===== src/rtl/core/ss1kd_pkg.sv =====
package ss1kd_pkg;

  // prefix state codes
  typedef enum logic [1:0] {
    ST_BASE  = 2'd0,
    ST_E0    = 2'd1,
    ST_E1    = 2'd2,
    ST_E1_1D = 2'd3
  } prefix_state_t;

  // lookup outcome codes
  typedef enum logic [1:0] {
    LK_INVALID = 2'd0,
    LK_KEY     = 2'd1,
    LK_HOLE    = 2'd2,
    LK_PREFIX  = 2'd3
  } lkind_t;

  typedef struct packed {
    lkind_t        kind;
    logic [7:0]    key;
    prefix_state_t nxt;
  } lookup_t;

  // scan bytes with special meaning
  localparam logic [7:0] SC_E0       = 8'he0;
  localparam logic [7:0] SC_E1       = 8'he1;
  localparam logic [7:0] SC_F1       = 8'hf1;
  localparam logic [7:0] SC_F2       = 8'hf2;
  localparam logic [7:0] SC_FF       = 8'hff;
  localparam logic [7:0] SC_AA       = 8'haa;
  localparam logic [7:0] SC_2A       = 8'h2a;
  localparam logic [7:0] SC_36       = 8'h36;
  localparam logic [7:0] SC_1D       = 8'h1d;
  localparam logic [7:0] SC_PAUSE    = 8'h45;
  localparam logic [7:0] SC_EXT_END  = 8'h5e;

  // key positions not taken from the tables
  localparam logic [7:0] KEY_PAUSE   = 8'd126;
  localparam logic [7:0] KEY_F1      = 8'd150;
  localparam logic [7:0] KEY_F2      = 8'd151;
  localparam logic [7:0] KEY_NONE    = 8'd0;

  // base key positions for bytes 00..7f
  function automatic logic [7:0] base_key_f(input logic [6:0] a);
    logic [7:0] k;
    unique case (a)
      7'h01: k = 8'd110; 7'h02: k = 8'd2;   7'h03: k = 8'd3;   7'h04: k = 8'd4;
      7'h05: k = 8'd5;   7'h06: k = 8'd6;   7'h07: k = 8'd7;   7'h08: k = 8'd8;
      7'h09: k = 8'd9;   7'h0a: k = 8'd10;  7'h0b: k = 8'd11;  7'h0c: k = 8'd12;
      7'h0d: k = 8'd13;  7'h0e: k = 8'd15;  7'h0f: k = 8'd16;  7'h10: k = 8'd17;
      7'h11: k = 8'd18;  7'h12: k = 8'd19;  7'h13: k = 8'd20;  7'h14: k = 8'd21;
      7'h15: k = 8'd22;  7'h16: k = 8'd23;  7'h17: k = 8'd24;  7'h18: k = 8'd25;
      7'h19: k = 8'd26;  7'h1a: k = 8'd27;  7'h1b: k = 8'd28;  7'h1c: k = 8'd43;
      7'h1d: k = 8'd58;  7'h1e: k = 8'd31;  7'h1f: k = 8'd32;  7'h20: k = 8'd33;
      7'h21: k = 8'd34;  7'h22: k = 8'd35;  7'h23: k = 8'd36;  7'h24: k = 8'd37;
      7'h25: k = 8'd38;  7'h26: k = 8'd39;  7'h27: k = 8'd40;  7'h28: k = 8'd41;
      7'h29: k = 8'd1;   7'h2a: k = 8'd44;  7'h2b: k = 8'd29;  7'h2c: k = 8'd46;
      7'h2d: k = 8'd47;  7'h2e: k = 8'd48;  7'h2f: k = 8'd49;  7'h30: k = 8'd50;
      7'h31: k = 8'd51;  7'h32: k = 8'd52;  7'h33: k = 8'd53;  7'h34: k = 8'd54;
      7'h35: k = 8'd55;  7'h36: k = 8'd57;  7'h37: k = 8'd100; 7'h38: k = 8'd60;
      7'h39: k = 8'd61;  7'h3a: k = 8'd30;  7'h3b: k = 8'd112; 7'h3c: k = 8'd113;
      7'h3d: k = 8'd114; 7'h3e: k = 8'd115; 7'h3f: k = 8'd116; 7'h40: k = 8'd117;
      7'h41: k = 8'd118; 7'h42: k = 8'd119; 7'h43: k = 8'd120; 7'h44: k = 8'd121;
      7'h45: k = 8'd90;  7'h46: k = 8'd125; 7'h47: k = 8'd91;  7'h48: k = 8'd96;
      7'h49: k = 8'd101; 7'h4a: k = 8'd105; 7'h4b: k = 8'd92;  7'h4c: k = 8'd97;
      7'h4d: k = 8'd102; 7'h4e: k = 8'd106; 7'h4f: k = 8'd93;  7'h50: k = 8'd98;
      7'h51: k = 8'd103; 7'h52: k = 8'd99;  7'h53: k = 8'd104; 7'h54: k = 8'd124;
      7'h56: k = 8'd45;  7'h57: k = 8'd122; 7'h58: k = 8'd123; 7'h70: k = 8'd133;
      7'h73: k = 8'd56;  7'h79: k = 8'd132; 7'h7b: k = 8'd131; 7'h7d: k = 8'd14;
      default: k = KEY_NONE;
    endcase
    return k;
  endfunction

  // key positions after e0, zero beyond 5d
  function automatic logic [7:0] ext_key_f(input logic [6:0] a);
    logic [7:0] k;
    unique case (a)
      7'h1c: k = 8'd108; 7'h1d: k = 8'd64;  7'h35: k = 8'd95;  7'h37: k = 8'd124;
      7'h38: k = 8'd62;  7'h46: k = 8'd126; 7'h47: k = 8'd80;  7'h48: k = 8'd83;
      7'h49: k = 8'd85;  7'h4b: k = 8'd79;  7'h4d: k = 8'd89;  7'h4f: k = 8'd81;
      7'h50: k = 8'd84;  7'h51: k = 8'd86;  7'h52: k = 8'd75;  7'h53: k = 8'd76;
      7'h5b: k = 8'd59;  7'h5c: k = 8'd63;  7'h5d: k = 8'd65;
      default: k = KEY_NONE;
    endcase
    return k;
  endfunction

  // classify one byte in one prefix state, given the rom words for b[6:0]
  function automatic lookup_t lookup_f(input prefix_state_t st, input logic [7:0] b,
                                       input logic [7:0] bkey, input logic [7:0] xkey);
    lookup_t r;
    r.kind = LK_INVALID;
    r.key  = KEY_NONE;
    r.nxt  = ST_BASE;
    unique case (st)
      ST_BASE: begin
        if (!b[7]) begin
          if (bkey != KEY_NONE) begin
            r.kind = LK_KEY;
            r.key  = bkey;
          end
        end else if (b == SC_E0) begin
          r.kind = LK_PREFIX;
          r.nxt  = ST_E0;
        end else if (b == SC_E1) begin
          r.kind = LK_PREFIX;
          r.nxt  = ST_E1;
        end else if (b == SC_F1) begin
          r.kind = LK_KEY;
          r.key  = KEY_F1;
        end else if (b == SC_F2) begin
          r.kind = LK_KEY;
          r.key  = KEY_F2;
        end else if (b == SC_FF) begin
          r.kind = LK_HOLE;
        end
      end
      ST_E0: begin
        if (b == SC_AA || b == SC_2A || b == SC_36) begin
          r.kind = LK_HOLE;
        end else if (b < SC_EXT_END && xkey != KEY_NONE) begin
          r.kind = LK_KEY;
          r.key  = xkey;
        end
      end
      ST_E1: begin
        if (b == SC_1D) begin
          r.kind = LK_PREFIX;
          r.nxt  = ST_E1_1D;
        end
      end
      ST_E1_1D: begin
        if (b == SC_PAUSE) begin
          r.kind = LK_KEY;
          r.key  = KEY_PAUSE;
        end
      end
      default: r.kind = LK_INVALID;
    endcase
    return r;
  endfunction

endpackage


===== src/rtl/core/scan_set1_key_decoder.sv =====
// path: an accepted word is registered in the rom read stage, then decoded into the
// output register; throughput: one word per cycle unless out_stall holds a waiting
// output word; the read stage and the output register each hold one word, and the prefix state updates in decode
// reset: synchronous, active low; empties both stages and sets the prefix
// state to base
module scan_set1_key_decoder
  import ss1kd_pkg::*;
(
  input  logic       clk,
  input  logic       rst_n,
  input  logic       in_valid,
  output logic       in_stall,
  input  logic [7:0] in_scan_code,
  output logic       out_valid,
  input  logic       out_stall,
  output logic [7:0] out_key_position,
  output logic       out_released
);

  // read stage registers
  logic          s1_valid_r, s1_valid_nxt;
  logic [7:0]    s1_code_r;
  logic [7:0]    s1_bkey_r;
  logic [7:0]    s1_xkey_r;

  // prefix state and output register
  prefix_state_t state_r, state_nxt;
  logic          out_valid_r, out_valid_nxt;
  logic [7:0]    out_key_r;
  logic          out_rel_r;

  logic          in_acc;
  logic          out_ready;
  logic          s1_go;
  logic          emit;
  logic          use_retry;
  lookup_t       first_lk, retry_lk, sel_lk;

  // handshake
  assign out_ready = !out_valid_r || !out_stall;
  assign s1_go     = s1_valid_r && (!emit || out_ready);
  assign in_stall  = s1_valid_r && !s1_go;
  assign in_acc    = in_valid && !in_stall;

  // rom read stage: both tables at the low seven bits serve lookup and retry
  always_ff @(posedge clk) begin
    if (in_acc) begin
      s1_code_r <= in_scan_code;
      s1_bkey_r <= base_key_f(in_scan_code[6:0]);
      s1_xkey_r <= ext_key_f(in_scan_code[6:0]);
    end
  end

  // decode: lookup, then retry as a break with bit 7 cleared
  always_comb begin
    first_lk  = lookup_f(state_r, s1_code_r, s1_bkey_r, s1_xkey_r);
    retry_lk  = lookup_f(state_r, {1'b0, s1_code_r[6:0]}, s1_bkey_r, s1_xkey_r);
    use_retry = (first_lk.kind == LK_INVALID) && s1_code_r[7] &&
                (retry_lk.kind != LK_INVALID);
    sel_lk    = use_retry ? retry_lk : first_lk;
    emit      = (sel_lk.kind == LK_KEY);
  end

  // next prefix state
  always_comb begin
    state_nxt = state_r;
    if (s1_go) begin
      state_nxt = (sel_lk.kind == LK_PREFIX) ? sel_lk.nxt : ST_BASE;
    end
  end

  // stage valids
  always_comb begin
    s1_valid_nxt  = in_acc || (s1_valid_r && !s1_go);
    out_valid_nxt = out_ready ? (s1_go && emit) : 1'b1;
  end

  always_ff @(posedge clk) begin
    if (!rst_n) begin
      state_r     <= ST_BASE;
      s1_valid_r  <= 1'b0;
      out_valid_r <= 1'b0;
    end else begin
      state_r     <= state_nxt;
      s1_valid_r  <= s1_valid_nxt;
      out_valid_r <= out_valid_nxt;
    end
  end

  // output word
  always_ff @(posedge clk) begin
    if (s1_go && emit) begin
      out_key_r <= sel_lk.key;
      out_rel_r <= use_retry;
    end
  end

  assign out_valid        = out_valid_r;
  assign out_key_position = out_key_r;
  assign out_released     = out_rel_r;

  // pause prefix is only reached from the e1 state
  a_e1_1d_from_e1: assert property (@(posedge clk) disable iff (!rst_n)
    (state_r == ST_E1_1D && $past(state_r) != ST_E1_1D) |-> $past(state_r) == ST_E1)
    else $error("e1 1d state entered from wrong state");

  // input is held back only by a waiting word in the read stage
  a_stall_cause: assert property (@(posedge clk) disable iff (!rst_n)
    in_stall |-> (s1_valid_r && out_valid_r && out_stall))
    else $error("input stalled without cause");

  // f1 and f2 keys only come as presses
  a_no_f1_f2_break: assert property (@(posedge clk) disable iff (!rst_n)
    (out_valid_r && out_rel_r) |-> (out_key_r != KEY_F1 && out_key_r != KEY_F2))
    else $error("release of f1 or f2 key");

endmodule

===== config.mk =====
export PLATFORM = sky130hd
export DESIGN_NAME = scan_set1_key_decoder
export DESIGN_NICKNAME = d
export VERILOG_FILES = /design/src/rtl/core/ss1kd_pkg.sv /design/src/rtl/core/scan_set1_key_decoder.sv
export SDC_FILE = /design/constraint.sdc
export NUM_CORES = 1
export LEC_CHECK = 0
export ABC_AREA = 1
export BUFFER_PORTS_ARGS = -buffer_cell sky130_fd_sc_hd__buf_2
export CORE_MARGIN = 4
export CORE_UTILIZATION = 46
export CTS_CLUSTER_SIZE = 10
export DETAILED_ROUTE_END_ITERATION = 10
export PLACE_DENSITY = 0.76
export SYNTH_ARGS = -nofsm -noshare
export SYNTH_HDL_FRONTEND = slang
export SYNTH_SLANG_ARGS = --single-unit

===== constraint.sdc =====
create_clock -name clk -period 3.2 [get_ports clk]
set_input_delay 0.48 -clock clk [delete_from_list [all_inputs] [get_ports clk]]
set_output_delay 0.48 -clock clk [all_outputs]
set_load 0.02 [all_outputs]

==> results summary <==
Input and output buffers added on the ports amount to 22. Yosys printed 0 warnings. The routed design could run at a clock period as short as 2750 ps. The worst setup path is captured at a primary output. The total nets after synthesis came out at 467. The most numerous cell type found on the critical path is nor2_1. The share of final-layout standard cells stronger than drive strength 1 came out at 14.0%.

Cell internal power was estimated by the tool at approximately 790 uW. The detailed router finished its first iteration with between 200 and 300 violations. The netlist uses 42 different library cells.

The required time of the critical path came out at between 2000 and 3000 ps. Gates resized during post-CTS repair numbered 0. The overall die height came out at 89.8 um.

The critical path in this run is classified as register to primary output. From synthesis to final layout, the design area changed by 9.48%. The die extent in x came out at between 80 and 90 um. The number of setup buffers added after CTS is 0. The pin count of the biggest net entering global routing came out at 24.

Synthesis inferred 36 register bits. The switching power share of the total came out at around 32%. Yosys attributes the largest share of cell area to edfxtp_1 31%, nand2_1 9.5%, nor2_1 8.9%, inv_1 8.1%, o21ai_0 5.0%.

By area, the combinational part of the netlist is dominated by simple AND/OR/NAND/NOR gates. The core region is between 6000 and 7000 um^2. The most used flip-flop cell after synthesis is edfxtp_1. The filler cell count is roughly 630. The fraction of power consumed by sequential logic came out at between 40 and 50%. The startpoint identified for the worst hold timing path is in_scan_code[7]. The number of global-route vias before repair is 3,041. The switching power summed over all nets came out at 376 uW.

The initial antenna violation count came out at 0. After detailed routing, the total wire length is 8.53 mm. The max-capacitance violation count came out at 0. Setup violations remaining at the end of the flow were counted as 0.

The combinational share of power is roughly 25%. The worst endpoint data arrival time is approximately 2300 ps. The clock-pin slew on the worst setup and hold paths came out at approximately 70 ps. 0 antenna diodes ended up in the layout. After detailed routing, the average wire length per cell comes to about 16 um. The number of cells produced by synthesis is between 400 and 500. The worst register-to-register path begins at s1_code_r[7]. The placer congestion estimate is around 1.0. The number of enable-type register cells in the synthesized netlist is 32. In the final layout, the multi-input gates occupy around 1700 um^2. The proportion of power drawn by the clock network came out at between 20% and 30%. Once detail routing completed, the nets flagged for antenna violations numbered 0. The worst path uses between 80 and 90% of the clock period.

The final-stage net count came out at 493. The total vias in the final route is 3,232. Of all cell types, the one taking the most synthesized area is edfxtp_1.

The count of hold-fix buffers inserted at cts came out at 0. The H-tree was split into 2 levels. The number of buffers added by the clock tree synthesis step came out at 5. The synthesized netlist devotes 17.9% of its cell area to compound gates.

The clock latency of the later-clocked register in the worst-skew pair is between 200 and 300 ps. The proportion of synthesized area in mux cells is 0%. After synthesis, the mean cell area works out to slightly below 7 um^2. The fraction of registers with async set or reset after synthesis is 0%. The worst-case setup slack after placement is 730 ps. The leakage component of the power came out at ~0.0015 uW. The area share of the largest cell type after synthesis came out at a little under a third. The residual DRC count came out at 0. The sum of overflow across all layers after global routing is 0. For the pin with the worst max-slew slack, the measured transition is a little over 600 ps. TritonCTS built the clock tree.

The part of the Yosys area used for sequential elements came out at ~34%. The initial standard-cell utilization of the core is approximately 48%. The maximum fanout encountered on the critical timing path came out at 6. The buffer depth of the longest clock path came out at 2. The row count is 29. The final number of max-transition violations is 0.

The register cell area after layout is roughly 1000 um^2. Setup total negative slack on the finished layout was measured at 0 ps. Summing the areas of all xor and xnor instances in the mapped netlist gives 0% of the synthesized area. The run finished with clean final reports.

The HPWL reported at the end of detailed placement came out at a little under 7 mm. The worst hold path class is input port to register. Setup repair after global routing left no endpoint under its margin. Global routing consumed, over all layers together, around a fifth of the routing resources. The die covers about 8100 um^2. The simple-gate area share of the yosys netlist came out at about a third. Once routing completed, OpenROAD measured the worst setup slack at around 450 ps.

The cell sitting at the root of the clock tree is a clkbuf_8. The total power divided by cell area is 347 nW/um^2. The launching element of the worst setup path is s1_code_r[2]. The average vias per placed instance is 5.88. The count of final hold-check violations is 0. Traced cell by cell, the critical path runs through nor2_1 > inv_1 > nor2_1 > nand2_1 > nand3_1 > nor2_1 > nor2_1 > nor2_2 > nand4_1 > nand4_4 > nor2_4 > buf_2. The worst setup path is launched from a register. Once layout is complete, the utilization of the core stands at between 50% and 60%. The worst-case IR drop observed on VDD is roughly 140 uV. The adder-cell share of the synthesized area came out at 3.66%.

The headroom to the max-slew limit came out at between 50% and 60%. The number of clock sinks came out at 36. The upper clock frequency limit came out at roughly 360 MHz.

In this run the cell area of the synthesized design comes to about 3000 um^2. The wire length of the first global-routing pass is between 10 and 15 mm. The delay contributed by the slowest stage of the critical path came out at 460 ps. The clock arrives with between 4 and 5 ps of skew. The slowest stage of the critical path is the edfxtp_1 cell.

The number of iterations in the first detailed-routing pass is 5. In this run the count of I/O pins placed on the die edge is 23.
[per-layer routing]
layer / share of wire [%] / up-vias / track usage, %
li1: - / 1573 / -
met1: 40 / 1420 / 26.0
met2: 46 / 197 / 36.2
met3: 8.4 / 42 / 4.67
met4: 4.8 / 0 / 9.83
met5: 0 / - / 0
[metrics by stage]
stage	instance area (um^2)	power [uW]	hold slack (ps)	std cells
floorplan	3070	780	521	446
global placement	3280	866	546	542
detailed placement	3280	864	559	542
CTS	3370	1170	383	550
global route	3370	1240	381	550
finish	3370	1170	395	550
[cells by family (layout without fill, tap and decap cells)]
group	after synthesis	count (layout)
fa+ha+maj	9	9
compound gates	89	89
flops	36	36
buf+inv	83	110
simple gates	229	229
[area by class of cell]
class | count | share of cell area (%)
clock buffers | 5 | 2.04
clock inverters | 3 | 0.520
inverters | 77 | 8.59
multi-input cells | 327 | 51.1
flip-flops and latches | 36 | 30.9
well taps | 77 | 2.86
repair buffers | 25 | 3.94
[registers in the layout, indices dropped and copies added (netlist names)]
signal            flops
out_released          1
state_r               2
s1_code_r             8
s1_bkey_r             8
s1_valid_r            1
out_key_position      8
s1_xkey_r             7
out_valid             1
[cells in the mapped netlist, drive strengths merged, types with 2 or more instances]
library cell,n
nor2,84
o22ai,2
o21ai,33
a221oi,2
buf,4
edfxtp,32
nor3,14
ha,9
o2111ai,5
dfxtp,4
nand3,27
a211oi,2
inv,75
nand2,83
o221ai,6
o211ai,3
nand4,8
a21oi,23
nor4,8
clkinv,2
o32ai,3
nand3b,3
a31oi,4
clkbuf,2
[worst paths after layout]
path,to,slack (ps),cells past startpoint
setup / recovery,in_stall,450,12
hold / removal,s1_code_r[7],390,1
setup reg to reg,s1_bkey_r[5],720,13
hold reg to reg,out_valid,570,4
[power by group through the flow]
stage          Sequential [uW]  Clock (uW)  Combinational (uW)
2_1_floorplan              589           0                 192
3_3_place_gp               583           0                 283
3_5_place_dp               584           0                 280
4_1_cts                    574         319                 281
5_1_grt                    577         340                 320
6_report                   574         308                 287
[worst max-delay path, delay by kind of cell (launching register included)]
kind	cells	cell delay, ps
simple gates	10	1280
buf+inv	2	250
flops	1	460
[placed cells by master (no fill, tap or decap), types with 6 or more instances in the layout]
cell	instances
o21ai_0	31
nor2_1	72
buf_2	22
edfxtp_1	32
nand2_1	78
inv_2	9
a21oi_1	21
inv_1	66
nor2_2	10
ha_1	9
nor3_1	12
o221ai_1	6
nand4_1	7
nand3_1	25
nor4_1	8
Power figures use the tool's default switching activity.
